<file path="config.mk">
export PLATFORM = sky130hd
export DESIGN_NAME = joystick_differential_drive_mixer_core
export DESIGN_NICKNAME = d
export VERILOG_FILES = /design/src/sv/jddm_pkg.sv /design/src/sv/jddm_csr.sv /design/src/sv/jddm_debounce.sv /design/src/sv/jddm_axis.sv /design/src/sv/joystick_differential_drive_mixer_core.sv
export SDC_FILE = /design/constraint.sdc
export NUM_CORES = 1
export LEC_CHECK = 0
export BUFFER_PORTS_ARGS = -buffer_cell sky130_fd_sc_hd__buf_4
export CORE_UTILIZATION = 62
export DETAILED_ROUTE_END_ITERATION = 8
export PLACE_DENSITY = 0.83
export SYNTH_ARGS = -nofsm -noshare
export SYNTH_HDL_FRONTEND = slang
export SYNTH_SLANG_ARGS = --single-unit
</file>
<file path="constraint.sdc">
create_clock -name clock -period 12.75 [get_ports clock]
set_clock_uncertainty 0.1 [all_clocks]
set_input_delay 0 -clock clock [delete_from_list [all_inputs] [get_ports clock]]
set_output_delay 0 -clock clock [all_outputs]
set_load 0.005 [all_outputs]
</file>
<file path="src/sv/jddm_pkg.sv">
// Package: widths, constants, register map and beat types for the joystick drive mixer.
package jddm_pkg;

   localparam int ADC_BITS  = 12;
   localparam int DUTY_BITS = 8;

   localparam int AMAX = (1 << ADC_BITS) - 1;
   localparam int DMAX = (1 << DUTY_BITS) - 1;

   localparam int TIME_W       = 32;
   localparam int DEBOUNCE_W   = 16;
   localparam int DEADBAND_W   = 8;
   localparam int CSR_DATA_W   = 32;
   localparam int CSR_ADDR_W   = 3;

   // raw * 2*DMAX / AMAX done as (raw * MAP_RECIP) >> MAP_SHIFT, exact for raw <= AMAX
   localparam int MAP_SHIFT   = 2 * ADC_BITS;
   localparam int MAP_RECIP_W = DUTY_BITS + ADC_BITS + 2;
   localparam int MAP_PROD_W  = ADC_BITS + MAP_RECIP_W;
   localparam longint unsigned MAP_RECIP =
      ((64'(2 * DMAX) << MAP_SHIFT) + 64'(AMAX) - 64'd1) / 64'(AMAX);

   localparam int AXIS_W = DUTY_BITS + 2;
   localparam int MIX_W  = AXIS_W + 1;

   localparam logic REG_DEBOUNCE = 1'b0;
   localparam logic REG_DEADBAND = 1'b1;

   localparam logic [DEBOUNCE_W-1:0] DEBOUNCE_RESET = DEBOUNCE_W'(30);
   localparam logic [DEADBAND_W-1:0] DEADBAND_RESET = DEADBAND_W'(20);

   typedef struct packed {
      logic [TIME_W-1:0]   time_ms;
      logic                button_level;
      logic [ADC_BITS-1:0] joy_x;
      logic [ADC_BITS-1:0] joy_y;
   } req_type;

   typedef struct packed {
      logic [DUTY_BITS-1:0] left_forward;
      logic [DUTY_BITS-1:0] left_reverse;
      logic [DUTY_BITS-1:0] right_forward;
      logic [DUTY_BITS-1:0] right_reverse;
      logic                 drive_enabled;
   } rsp_type;

   typedef struct packed {
      logic [DEBOUNCE_W-1:0] debounce_ms;
      logic [DEADBAND_W-1:0] deadband_limit;
   } cfg_type;

endpackage

</file>
<file path="src/sv/jddm_csr.sv">
// Configuration registers behind the APB-style port.
module jddm_csr (
   input  logic                             clock,
   input  logic                             reset,
   input  logic                             csr_psel,
   input  logic                             csr_penable,
   input  logic                             csr_pwrite,
   input  logic [jddm_pkg::CSR_ADDR_W-1:0]  csr_paddr,
   input  logic [jddm_pkg::CSR_DATA_W-1:0]  csr_pwdata,
   output logic [jddm_pkg::CSR_DATA_W-1:0]  csr_prdata,
   output logic                             csr_pready,
   output jddm_pkg::cfg_type                cfg
);

   logic [jddm_pkg::DEBOUNCE_W-1:0] debounce_ff, debounce_in;
   logic [jddm_pkg::DEADBAND_W-1:0] deadband_ff, deadband_in;
   logic                            wr_en;
   logic                            reg_sel;

   assign csr_pready = 1'b1;
   assign reg_sel    = csr_paddr[jddm_pkg::CSR_ADDR_W-1];
   assign wr_en      = csr_psel && csr_penable && csr_pwrite && csr_pready;

   always_comb begin
      debounce_in = debounce_ff;
      deadband_in = deadband_ff;
      if (wr_en) begin
         case (reg_sel)
            jddm_pkg::REG_DEBOUNCE: debounce_in = csr_pwdata[jddm_pkg::DEBOUNCE_W-1:0];
            jddm_pkg::REG_DEADBAND: deadband_in = csr_pwdata[jddm_pkg::DEADBAND_W-1:0];
            default: ;
         endcase
      end
   end

   always_ff @(posedge clock) begin
      if (reset) begin
         debounce_ff <= jddm_pkg::DEBOUNCE_RESET;
         deadband_ff <= jddm_pkg::DEADBAND_RESET;
      end else begin
         debounce_ff <= debounce_in;
         deadband_ff <= deadband_in;
      end
   end

   always_comb begin
      case (reg_sel)
         jddm_pkg::REG_DEBOUNCE: csr_prdata = jddm_pkg::CSR_DATA_W'(debounce_ff);
         jddm_pkg::REG_DEADBAND: csr_prdata = jddm_pkg::CSR_DATA_W'(deadband_ff);
         default:                csr_prdata = '0;
      endcase
   end

   assign cfg.debounce_ms    = debounce_ff;
   assign cfg.deadband_limit = deadband_ff;

endmodule

</file>
<file path="src/sv/jddm_debounce.sv">
// Timestamp debounce of the button and the press-toggled drive enable.
module jddm_debounce (
   input  logic                             clock,
   input  logic                             reset,
   input  logic                             accept,
   input  logic [jddm_pkg::TIME_W-1:0]      time_ms,
   input  logic                             button_level,
   input  logic [jddm_pkg::DEBOUNCE_W-1:0]  debounce_ms,
   output logic                             enable_next
);

   logic                          prev_ff, prev_in;
   logic                          stable_ff, stable_in;
   logic [jddm_pkg::TIME_W-1:0]   last_ff, last_in;
   logic                          en_ff, en_in;
   logic [jddm_pkg::TIME_W-1:0]   last_new;
   logic [jddm_pkg::TIME_W-1:0]   elapsed;
   logic                          settle;

   always_comb begin
      last_new  = (button_level != prev_ff) ? time_ms : last_ff;
      elapsed   = time_ms - last_new;
      settle    = (elapsed > jddm_pkg::TIME_W'(debounce_ms)) && (button_level != stable_ff);
      prev_in   = prev_ff;
      stable_in = stable_ff;
      last_in   = last_ff;
      en_in     = en_ff;
      if (accept) begin
         prev_in = button_level;
         last_in = last_new;
         if (settle) begin
            stable_in = button_level;
            if (!button_level) begin
               en_in = !en_ff;
            end
         end
      end
   end

   // enable as seen by the sample being accepted
   assign enable_next = (settle && !button_level) ? !en_ff : en_ff;

   always_ff @(posedge clock) begin
      if (reset) begin
         prev_ff   <= 1'b1;
         stable_ff <= 1'b1;
         last_ff   <= '0;
         en_ff     <= 1'b0;
      end else begin
         prev_ff   <= prev_in;
         stable_ff <= stable_in;
         last_ff   <= last_in;
         en_ff     <= en_in;
      end
   end

   a_toggle_on_press: assert property (@(posedge clock) disable iff (reset)
      (!$past(reset) && (en_ff != $past(en_ff))) |-> ($past(stable_ff) && !stable_ff))
      else $error("enable toggled without an accepted press");

endmodule

</file>
<file path="src/sv/jddm_axis.sv">
// One joystick axis: scale to +-DMAX by reciprocal multiply, center, apply deadband.
module jddm_axis (
   input  logic [jddm_pkg::ADC_BITS-1:0]         raw,
   input  logic [jddm_pkg::DEADBAND_W-1:0]       deadband_limit,
   output logic signed [jddm_pkg::AXIS_W-1:0]    mapped
);

   localparam logic [jddm_pkg::MAP_PROD_W-1:0] RECIP =
      jddm_pkg::MAP_PROD_W'(jddm_pkg::MAP_RECIP);
   localparam logic signed [jddm_pkg::AXIS_W-1:0] CENTER =
      jddm_pkg::AXIS_W'(jddm_pkg::DMAX);

   logic [jddm_pkg::MAP_PROD_W-1:0]        prod;
   logic [jddm_pkg::DUTY_BITS:0]           quot;
   logic signed [jddm_pkg::AXIS_W-1:0]     centered;
   logic [jddm_pkg::AXIS_W-1:0]            mag;

   always_comb begin
      prod     = jddm_pkg::MAP_PROD_W'(raw) * RECIP;
      quot     = prod[jddm_pkg::MAP_SHIFT +: jddm_pkg::DUTY_BITS + 1];
      centered = signed'({1'b0, quot}) - CENTER;
      mag      = centered[jddm_pkg::AXIS_W-1] ? unsigned'(-centered) : unsigned'(centered);
      mapped   = (mag <= jddm_pkg::AXIS_W'(deadband_limit)) ? '0 : centered;
   end

endmodule

</file>
<file path="src/sv/joystick_differential_drive_mixer_core.sv">
// Joystick differential-drive mixer: top level with the input and result registers.
// One sample beat is taken every cycle while req_stall is low. Its result beat passes
// through the input register and then the result register, and rsp_stall can hold it. The button
// debounce and enable toggle settle at acceptance into the input register. Both axes are
// then scaled and deadbanded, mixed left/right, saturated and split into forward/reverse
// duties in one combinational pass into the result register. The input register holds only
// while the result register is full and stalled, so req_stall rises only when both are full
// and rsp_stall is high. Configuration is read live, so write it only while no beat is in flight.
module joystick_differential_drive_mixer_core (
   input  logic                             clock,
   input  logic                             reset,
   input  logic                             req_valid,
   output logic                             req_stall,
   input  jddm_pkg::req_type                req_payload,
   output logic                             rsp_valid,
   input  logic                             rsp_stall,
   output jddm_pkg::rsp_type                rsp_payload,
   input  logic                             csr_psel,
   input  logic                             csr_penable,
   input  logic                             csr_pwrite,
   input  logic [jddm_pkg::CSR_ADDR_W-1:0]  csr_paddr,
   input  logic [jddm_pkg::CSR_DATA_W-1:0]  csr_pwdata,
   output logic [jddm_pkg::CSR_DATA_W-1:0]  csr_prdata,
   output logic                             csr_pready
);

   localparam int D = jddm_pkg::DUTY_BITS;
   localparam logic signed [jddm_pkg::MIX_W-1:0] SAT_HI = jddm_pkg::MIX_W'(jddm_pkg::DMAX);
   localparam logic signed [jddm_pkg::MIX_W-1:0] SAT_LO = -SAT_HI;

   typedef struct packed {
      logic [D-1:0] fwd;
      logic [D-1:0] rev;
   } side_type;

   function automatic side_type split_side(input logic signed [jddm_pkg::MIX_W-1:0] v);
      logic signed [jddm_pkg::MIX_W-1:0] s;
      logic signed [jddm_pkg::MIX_W-1:0] neg;
      side_type r;
      if (v > SAT_HI) begin
         s = SAT_HI;
      end else if (v < SAT_LO) begin
         s = SAT_LO;
      end else begin
         s = v;
      end
      neg = -s;
      r   = '0;
      if (s > 0) begin
         r.fwd = s[D-1:0];
      end else begin
         r.rev = neg[D-1:0];
      end
      return r;
   endfunction

   jddm_pkg::cfg_type cfg;

   logic out_ready, s1_ready, accept;
   logic enable_next;

   logic                            s1_valid_ff, s1_valid_in;
   logic [jddm_pkg::ADC_BITS-1:0]   s1_x_ff, s1_y_ff;
   logic                            s1_en_ff;

   logic signed [jddm_pkg::AXIS_W-1:0]    x_mapped, y_mapped;

   logic                            rsp_valid_ff, rsp_valid_in;
   jddm_pkg::rsp_type               rsp_ff, rsp_in;
   logic signed [jddm_pkg::MIX_W-1:0] left_sum, right_sum;
   side_type                        left_side, right_side;

   jddm_csr u_csr (
      .clock       (clock),
      .reset       (reset),
      .csr_psel    (csr_psel),
      .csr_penable (csr_penable),
      .csr_pwrite  (csr_pwrite),
      .csr_paddr   (csr_paddr),
      .csr_pwdata  (csr_pwdata),
      .csr_prdata  (csr_prdata),
      .csr_pready  (csr_pready),
      .cfg         (cfg)
   );

   assign out_ready = !rsp_valid_ff || !rsp_stall;
   assign s1_ready  = !s1_valid_ff || out_ready;
   assign req_stall = !s1_ready;
   assign accept    = req_valid && s1_ready;

   jddm_debounce u_debounce (
      .clock        (clock),
      .reset        (reset),
      .accept       (accept),
      .time_ms      (req_payload.time_ms),
      .button_level (req_payload.button_level),
      .debounce_ms  (cfg.debounce_ms),
      .enable_next  (enable_next)
   );

   // input register
   assign s1_valid_in = s1_ready ? accept : s1_valid_ff;

   always_ff @(posedge clock) begin
      if (accept) begin
         s1_x_ff  <= req_payload.joy_x;
         s1_y_ff  <= req_payload.joy_y;
         s1_en_ff <= enable_next;
      end
   end

   // map axes, mix, saturate, split
   jddm_axis u_axis_x (
      .raw            (s1_x_ff),
      .deadband_limit (cfg.deadband_limit),
      .mapped         (x_mapped)
   );

   jddm_axis u_axis_y (
      .raw            (s1_y_ff),
      .deadband_limit (cfg.deadband_limit),
      .mapped         (y_mapped)
   );

   always_comb begin
      left_sum  = jddm_pkg::MIX_W'(y_mapped) + jddm_pkg::MIX_W'(x_mapped);
      right_sum = jddm_pkg::MIX_W'(y_mapped) - jddm_pkg::MIX_W'(x_mapped);
      left_side  = split_side(left_sum);
      right_side = split_side(right_sum);
      rsp_in = '0;
      rsp_in.drive_enabled = s1_en_ff;
      if (s1_en_ff) begin
         rsp_in.left_forward  = left_side.fwd;
         rsp_in.left_reverse  = left_side.rev;
         rsp_in.right_forward = right_side.fwd;
         rsp_in.right_reverse = right_side.rev;
      end
   end

   assign rsp_valid_in = out_ready ? s1_valid_ff : rsp_valid_ff;

   always_ff @(posedge clock) begin
      if (out_ready && s1_valid_ff) begin
         rsp_ff <= rsp_in;
      end
   end

   always_ff @(posedge clock) begin
      if (reset) begin
         s1_valid_ff  <= 1'b0;
         rsp_valid_ff <= 1'b0;
      end else begin
         s1_valid_ff  <= s1_valid_in;
         rsp_valid_ff <= rsp_valid_in;
      end
   end

   assign rsp_valid   = rsp_valid_ff;
   assign rsp_payload = rsp_ff;

   a_disabled_zero: assert property (@(posedge clock) disable iff (reset)
      (rsp_valid && !rsp_payload.drive_enabled) |->
         (rsp_payload.left_forward == '0 && rsp_payload.left_reverse == '0 &&
          rsp_payload.right_forward == '0 && rsp_payload.right_reverse == '0))
      else $error("nonzero duty while drive disabled");

   a_left_one_dir: assert property (@(posedge clock) disable iff (reset)
      rsp_valid |-> (rsp_payload.left_forward == '0 || rsp_payload.left_reverse == '0))
      else $error("left side driven both ways");

   a_right_one_dir: assert property (@(posedge clock) disable iff (reset)
      rsp_valid |-> (rsp_payload.right_forward == '0 || rsp_payload.right_reverse == '0))
      else $error("right side driven both ways");

   a_no_accept_when_full: assert property (@(posedge clock) disable iff (reset)
      (s1_valid_ff && rsp_valid_ff && rsp_stall) |-> !accept)
      else $error("beat accepted into a full pipeline");

endmodule

</file>
Word-level counts from Yosys, hierarchy flattened --
Cells that the tools add are included.
Storage, ports and cells: flip-flop bits (word level) 119, bits of input ports 99, output and inout port bits 68, word-level logic and storage cells 74
Cells by class: order comparisons 9, add/sub/neg operators 9, reduce and logical (&&, ||, !) cells 22, equal/unequal tests 2, multiplexer cells 11, $mul 2, bitwise logic cells 3
Operators by type and width (count):
- 12-bit by 21-bit multiplier with 33-bit output (second input constant) | 2
- 32-bit case mux with 2 select lines | 1
- 11-bit 2-to-1 mux | 4
- 10-bit 2-to-1 mux | 4
- 32-bit by 16-bit > comparator with 1-bit output | 1
- 32-bit 2-to-1 mux | 1
- 32-bit subtractor | 1
- 11-bit by 1-bit > comparator with 1-bit output (second input constant) | 2
- 11-bit by 9-bit > comparator with 1-bit output (second input constant) | 2
- 11-bit by 9-bit less-than comparator with 1-bit output (second input constant) | 2
- 10-bit by 8-bit less-or-equal comparator with 1-bit output | 2
- 10-bit negator | 2
- 9-bit by 8-bit subtractor with 10-bit output (second input constant) | 2
- 8-bit negator | 2
- 10-bit by 10-bit adder with 11-bit output | 1
- 10-bit by 10-bit subtractor with 11-bit output | 1
- 2-bit AND reduction | 5
- 1-bit logical AND | 6
- 1-bit zero test | 6
- 2-bit OR reduction | 2
- 1-bit NOT | 3
- 3-bit AND reduction | 1
- 1-bit logical OR | 2
- 1-bit inequality test | 2
- 1-bit 2-to-1 mux | 1

Depth between registers and ports, before layout --
depth after elaboration 12, depth in mapped cells 55, mapped depth without buffers 52

Hierarchy --
A second synthesis with hierarchy kept.
Unflattened totals: cells, all modules 2117, area, all modules 18340.1 sq um
Modules (own cells, without submodules):
- jddm_debounce | times used 1, area each 4539.4 sq um, sequential area each 700.7 sq um, cells an instance 637
- jddm_axis at u_axis_y | times used 1, area each 4424.2 sq um, sequential area each 0.0 sq um, cells an instance 504
- jddm_axis at u_axis_x | times used 1, area each 4331.7 sq um, sequential area each 0.0 sq um, cells an instance 499
- joystick_differential_drive_mixer_core | times used 1, area each 3717.3 sq um, sequential area each 1781.7 sq um, cells an instance 341
- jddm_csr | times used 1, area each 1327.5 sq um, sequential area each 480.5 sq um, cells an instance 136

Worst setup path after synthesis --
Ideal clock, no wire load.
path type register -> register, start reg s1_y_ff[9] in the netlist's numbering, end reg rsp_ff, in the netlist rsp_payload[5] (data pin), library setup time 0.158 ns, cell stages (with the launch flop) 48, path slack 0.975 ns, arrival 11.517 ns, period minus slack after synthesis 11.775 ns, data required time 12.492 ns, buffers on the path 1, cell sequence edfxtp_1 fa_1 inv_1 fa_1 fa_1 inv_1 fa_1 inv_1 fa_1 inv_1 ha_1 a211oi_1 o21bai_1 o22ai_1 o221ai_1 xnor2_1 nor4bb_1 nand4_1 [... 12 more ...] a31oi_1 a21boi_1 or2_2 ha_1 inv_1 fa_1 xor2_1 or3_1 or3_1 a211oi_1 a211oi_1 or2_2 clkbuf_1 o21ai_0 ha_1 nand3_1 o31a_1 nor3_1
On the way: word-level cells in the longest chain between the ends 12, elaborated cells between the ends (all ways) 14, classes of those cells add/sub (4); mul (1); order compare (4); mux (4); reduce/logical (1)
RTL lines:
- start, declared | line joystick_differential_drive_mixer_core.sv:63 | logic [jddm_pkg::ADC_BITS-1:0] s1_x_ff, s1_y_ff;
- start signal, assigned | line joystick_differential_drive_mixer_core.sv:107 | s1_y_ff <= req_payload.joy_y;
- 12-bit by 21-bit multiplier with 33-bit output (*) | line jddm_axis.sv:19 | prod = jddm_pkg::MAP_PROD_W'(raw) * RECIP;
- 9-bit by 8-bit subtractor with 10-bit output (*) | line jddm_axis.sv:21 | centered = signed'({1'b0, quot}) - CENTER;
- 10-bit negator | line jddm_axis.sv:22 | mag = centered[jddm_pkg::AXIS_W-1] ? unsigned'(-centered) : unsigned'(centered);
- 10-bit 2-to-1 mux | line jddm_axis.sv:22
- 10-bit by 8-bit less-or-equal comparator with 1-bit output | line jddm_axis.sv:23 | mapped = (mag <= jddm_pkg::AXIS_W'(deadband_limit)) ? '0 : centered;
- 10-bit 2-to-1 mux (*) | line jddm_axis.sv:23
- 10-bit by 10-bit subtractor with 11-bit output (*) | line joystick_differential_drive_mixer_core.sv:127 | right_sum = jddm_pkg::MIX_W'(y_mapped) - jddm_pkg::MIX_W'(x_mapped);
- 11-bit by 9-bit less-than comparator with 1-bit output | line joystick_differential_drive_mixer_core.sv:42 | end else if (v < SAT_LO) begin
- 11-bit 2-to-1 mux | line joystick_differential_drive_mixer_core.sv:42
- 11-bit 2-to-1 mux (*) | line joystick_differential_drive_mixer_core.sv:40 | if (v > SAT_HI) begin
- 11-bit by 1-bit > comparator with 1-bit output | line joystick_differential_drive_mixer_core.sv:49 | if (s > 0) begin
- 2-bit OR reduction (no line)
- end signal, assigned | line joystick_differential_drive_mixer_core.sv:144 | rsp_ff <= rsp_in;
- end, declared | line joystick_differential_drive_mixer_core.sv:69 | jddm_pkg::rsp_type rsp_ff, rsp_in;
Every way passes the cells marked *; elsewhere a longest branch is shown, timed or not. A chain may end at the register's enable or synchronous reset.

Final worst setup path --
start reg s1_x_ff[10] in the netlist's numbering, end reg rsp_ff, in the netlist rsp_payload[23] (data pin)
On the way: word-level cells in the longest chain between the ends 12, elaborated cells between the ends (all ways) 14, classes of those cells add/sub (4); mul (1); order compare (4); mux (4); reduce/logical (1)
RTL lines:
- start, declared | line joystick_differential_drive_mixer_core.sv:63
- start signal, assigned | line joystick_differential_drive_mixer_core.sv:106 | s1_x_ff <= req_payload.joy_x;
- 12-bit by 21-bit multiplier with 33-bit output (*) | line jddm_axis.sv:19
- 9-bit by 8-bit subtractor with 10-bit output (*) | line jddm_axis.sv:21
- 10-bit negator | line jddm_axis.sv:22
- 10-bit 2-to-1 mux | line jddm_axis.sv:22
- 10-bit by 8-bit less-or-equal comparator with 1-bit output | line jddm_axis.sv:23
- 10-bit 2-to-1 mux (*) | line jddm_axis.sv:23
- 10-bit by 10-bit adder with 11-bit output (*) | line joystick_differential_drive_mixer_core.sv:126 | left_sum = jddm_pkg::MIX_W'(y_mapped) + jddm_pkg::MIX_W'(x_mapped);
- 11-bit by 9-bit less-than comparator with 1-bit output | line joystick_differential_drive_mixer_core.sv:42
- 11-bit 2-to-1 mux | line joystick_differential_drive_mixer_core.sv:42
- 11-bit 2-to-1 mux (*) | line joystick_differential_drive_mixer_core.sv:40
- 11-bit by 1-bit > comparator with 1-bit output | line joystick_differential_drive_mixer_core.sv:49
- 2-bit OR reduction (no line)
Marked as above.

==> reports/qor.csv <==
stage;metric;value;unit
clock_network;clkTransAtPathRegs;60;ps
synth;synth_top_area_cell;fa_1;
die;placement_rows;59;
placed_design;portBuffers;131;
critical_path;path_max_fanout;8;
sta;tns;0;ps
sta;max_slew_margin;21.22;%
synth;syn-mean-instance-area;8.805;um^2
synth;syn-cell-area;16570;um^2
critical_path;cp_data_arrival_time;12350;ps
route;drc;21;
clock_network;h-tree-depth;4;
grt;antenna_found_initial;3;
min_path;hp-class;in2reg;
layout;mostFrequentLayoutCells;322 x inv_1, 234 x ha_1, 166 x buf_4;
grt;grt_use_total;31.15;%
critical_path;path_buf_inv;7;
placed_design;dp_hpwl;31690;um
synth;ys.warnings.count;0;
route;postRouteAntennaNets;0;
critical_path;path_delay_family;compound AO/OA/AOI/OAI gates;
sta;period_share;95.85;%
sta;worst_slew_pin_slew;1179;ps
clock_network;cts-root-buf;clkbuf_16;
grt;grt_pass1_wl;67810;um
clock_network;cts.sinks;119;
synth;synthFlopType;dfxtp_1;
critical_path;cpMaxStageDelayCell;fa_2;
placed_design;placedCellCount;2320;
layout;final_core_util;75.19;%
placed_design;gp_congestion;0.9531;
critical_path;crit_path_start_kind;register;
synth;ys_ff_latch;119;
clock_network;cts_buffers;17;
die;core-area;26130;um^2
critical_path;crit_type;reg2reg;
clock_network;clkLatencyLatePin;440;ps
route;drt_iter0_drc;883;
synth;yosysUniqueCellTypes;85;
critical_path;r2r-start;s1_x_ff[10]$_DFFE_PP_;
run_status;violations;design-rule violations;
run_status;status;complete, but fails checks;
sta;fin_crit;12220;ps
grt;grt_max_degree;68;
route;routed_wl;41730;um
grt;grt_pass1_vias;14600;
layout;layout.nets;2586;
route;wl_per_cell;16.99;um
synth;synth_area_leaders;fa_1 18%, ha_1 18%, edfxtp_1 11%, dfxtp_1 7.4%, inv_1 7.3%;
grt;globalRoute.totalOverflow;0;
synth;synth_top_area_share;17.76;%
sta;holdWs;73.26;ps
sta;finalMaxSlewViolations;0;
synth;synth_edf_count;58;
route;drt-pass1-iter-count;7;
clock_network;clockBufferDepth;2;
die;start_util;63.41;%
route;vias_per_cell;5.818;
critical_path;critPathMostFrequentCell;inv_1;
route;dr_total_vias;14290;
layout;drive_gt1_share;12.51;%
layout;final_cells;2456;
sta;setup_viol;0;
die;die_w;165.5;um
clock_network;cts_tree;done;
flow_run;cap_violations;0;
layout;area_growth;18.58;%
die;io_pins;167;
critical_path;critPathRequiredTime;12880;ps
synth;synthCells;1882;
critical_path;crit_path_end_kind;register;
synth;yosysSeqAreaShare;17.88;%
critical_path;crit_path_start;s1_x_ff[10]$_DFFE_PP_;
min_path;min-delay-start;csr_penable;
critical_path;cp_slowest_stage_delay;620;ps
synth;async_reset_ff_share;0;%
die;die_y;165.5;um
die;dieArea;27390;um^2
sta;finalHoldViolCount;0;
sta;max_freq;0.08183;GHz
layout;layout_commonest_cell;inv_1;
==> tightest hold or removal path, stage by stage <==
cell	delay [ps]
buf_4	110
nand3_1	110
nor2_1	170
nand2_1	110
a21oi_1	50
==> what timing repair did <==
action	4_1_cts	5_1_grt
pin swaps	0	10
endpoints found under the setup margin	18	26
hold endpoints to repair	85	0
setup buffers	0	22
hold buffers	78	0
gates resized for setup	6	35
cloned	0	1
==> area by class of cell <==
type / instances / area [um^2]
multi-input combinational: 1400 / 12420
fill: 1827 / 6482
sequential: 119 / 2963
timing repair buffer: 245 / 2038
inverter: 322 / 1209
clock buffer: 21 / 493.0
tap: 335 / 419.2
clock inverter: 11 / 105.1
antenna: 3 / 7.507
==> path summary, 6_finish.rpt <==
kind | endpoint | slack, ps | depth (start not counted)
worst max-delay path | rsp_payload[23]$_SDFFCE_PP0P_ | 530 | 50
worst min register to register | u_debounce.last_ff[12]$_SDFFE_PP0P_ | 360 | 2
worst min-delay path | u_csr.deadband_ff[3]$_SDFFE_PP0P_ | 70 | 5
worst max register to register | rsp_payload[23]$_SDFFCE_PP0P_ | 530 | 50
==> kinds of logic after synthesis <==
kind of cell / Yosys count / share of synthesized area, %
xor gates and xnor gates: 84 / 4.440
AOI/OAI and AO/OA: 400 / 16.70
buffers and inverters: 378 / 9.015
and+or+nand+nor: 470 / 13.55
DFF: 119 / 17.88
adders and majority gates: 382 / 35.50
other: 2 / 0.04532
muxes: 47 / 2.869
==> layer usage <==
layer	vias to the layer above	routed length, um	GRT usage, %	part of all wire [%]
li1	6849	-	-	-
met1	6860	16870	36.62	40
met2	456	21060	55.51	50
met3	123	2278	5.395	5.5
met4	0	1518	13.22	3.6
met5	-	0	0	0
==> metrics by stage <==
stage,setup WS [ps],cell area (um^2)
2_1_floorplan,975.4,16630
3_3_place_gp,393.5,17880
3_5_place_dp,-189.9,17880
4_1_cts,6.272,19290
5_1_grt,-108.6,19650
6_report,529.8,19650
==> sequential cells by signal, indices dropped and copies added, names as in the netlist <==
register / cells
rsp_valid: 1
u_debounce.stable_ff: 1
u_csr.debounce_ff: 16
u_debounce.prev_ff: 1
s1_valid_ff: 1
s1_y_ff: 12
rsp_payload: 33
u_debounce.last_ff: 32
s1_x_ff: 12
u_csr.deadband_ff: 8
u_debounce.en_ff: 1
s1_en_ff: 1
==> cells in the mapped netlist, types with 15 or more instances <==
library cell  count
dfxtp_1          61
and3_1           15
inv_1           322
nand2_1         134
fa_1            147
o211ai_1         17
nand2b_1         18
ha_1            235
mux2i_1          43
buf_4            17
nor2b_1          19
edfxtp_1         58
nor2_1          135
a21o_1           46
nand3_1          34
xor2_1           32
clkbuf_1         33
a21oi_1         111
o21a_1           22
a211oi_1         34
o21ai_0          51
nand4_1          21
xnor2_1          52
nor3_1           28
Power is not shown: default switching activity piles up to over one toggle a cycle in this logic, so the estimate is an artifact.
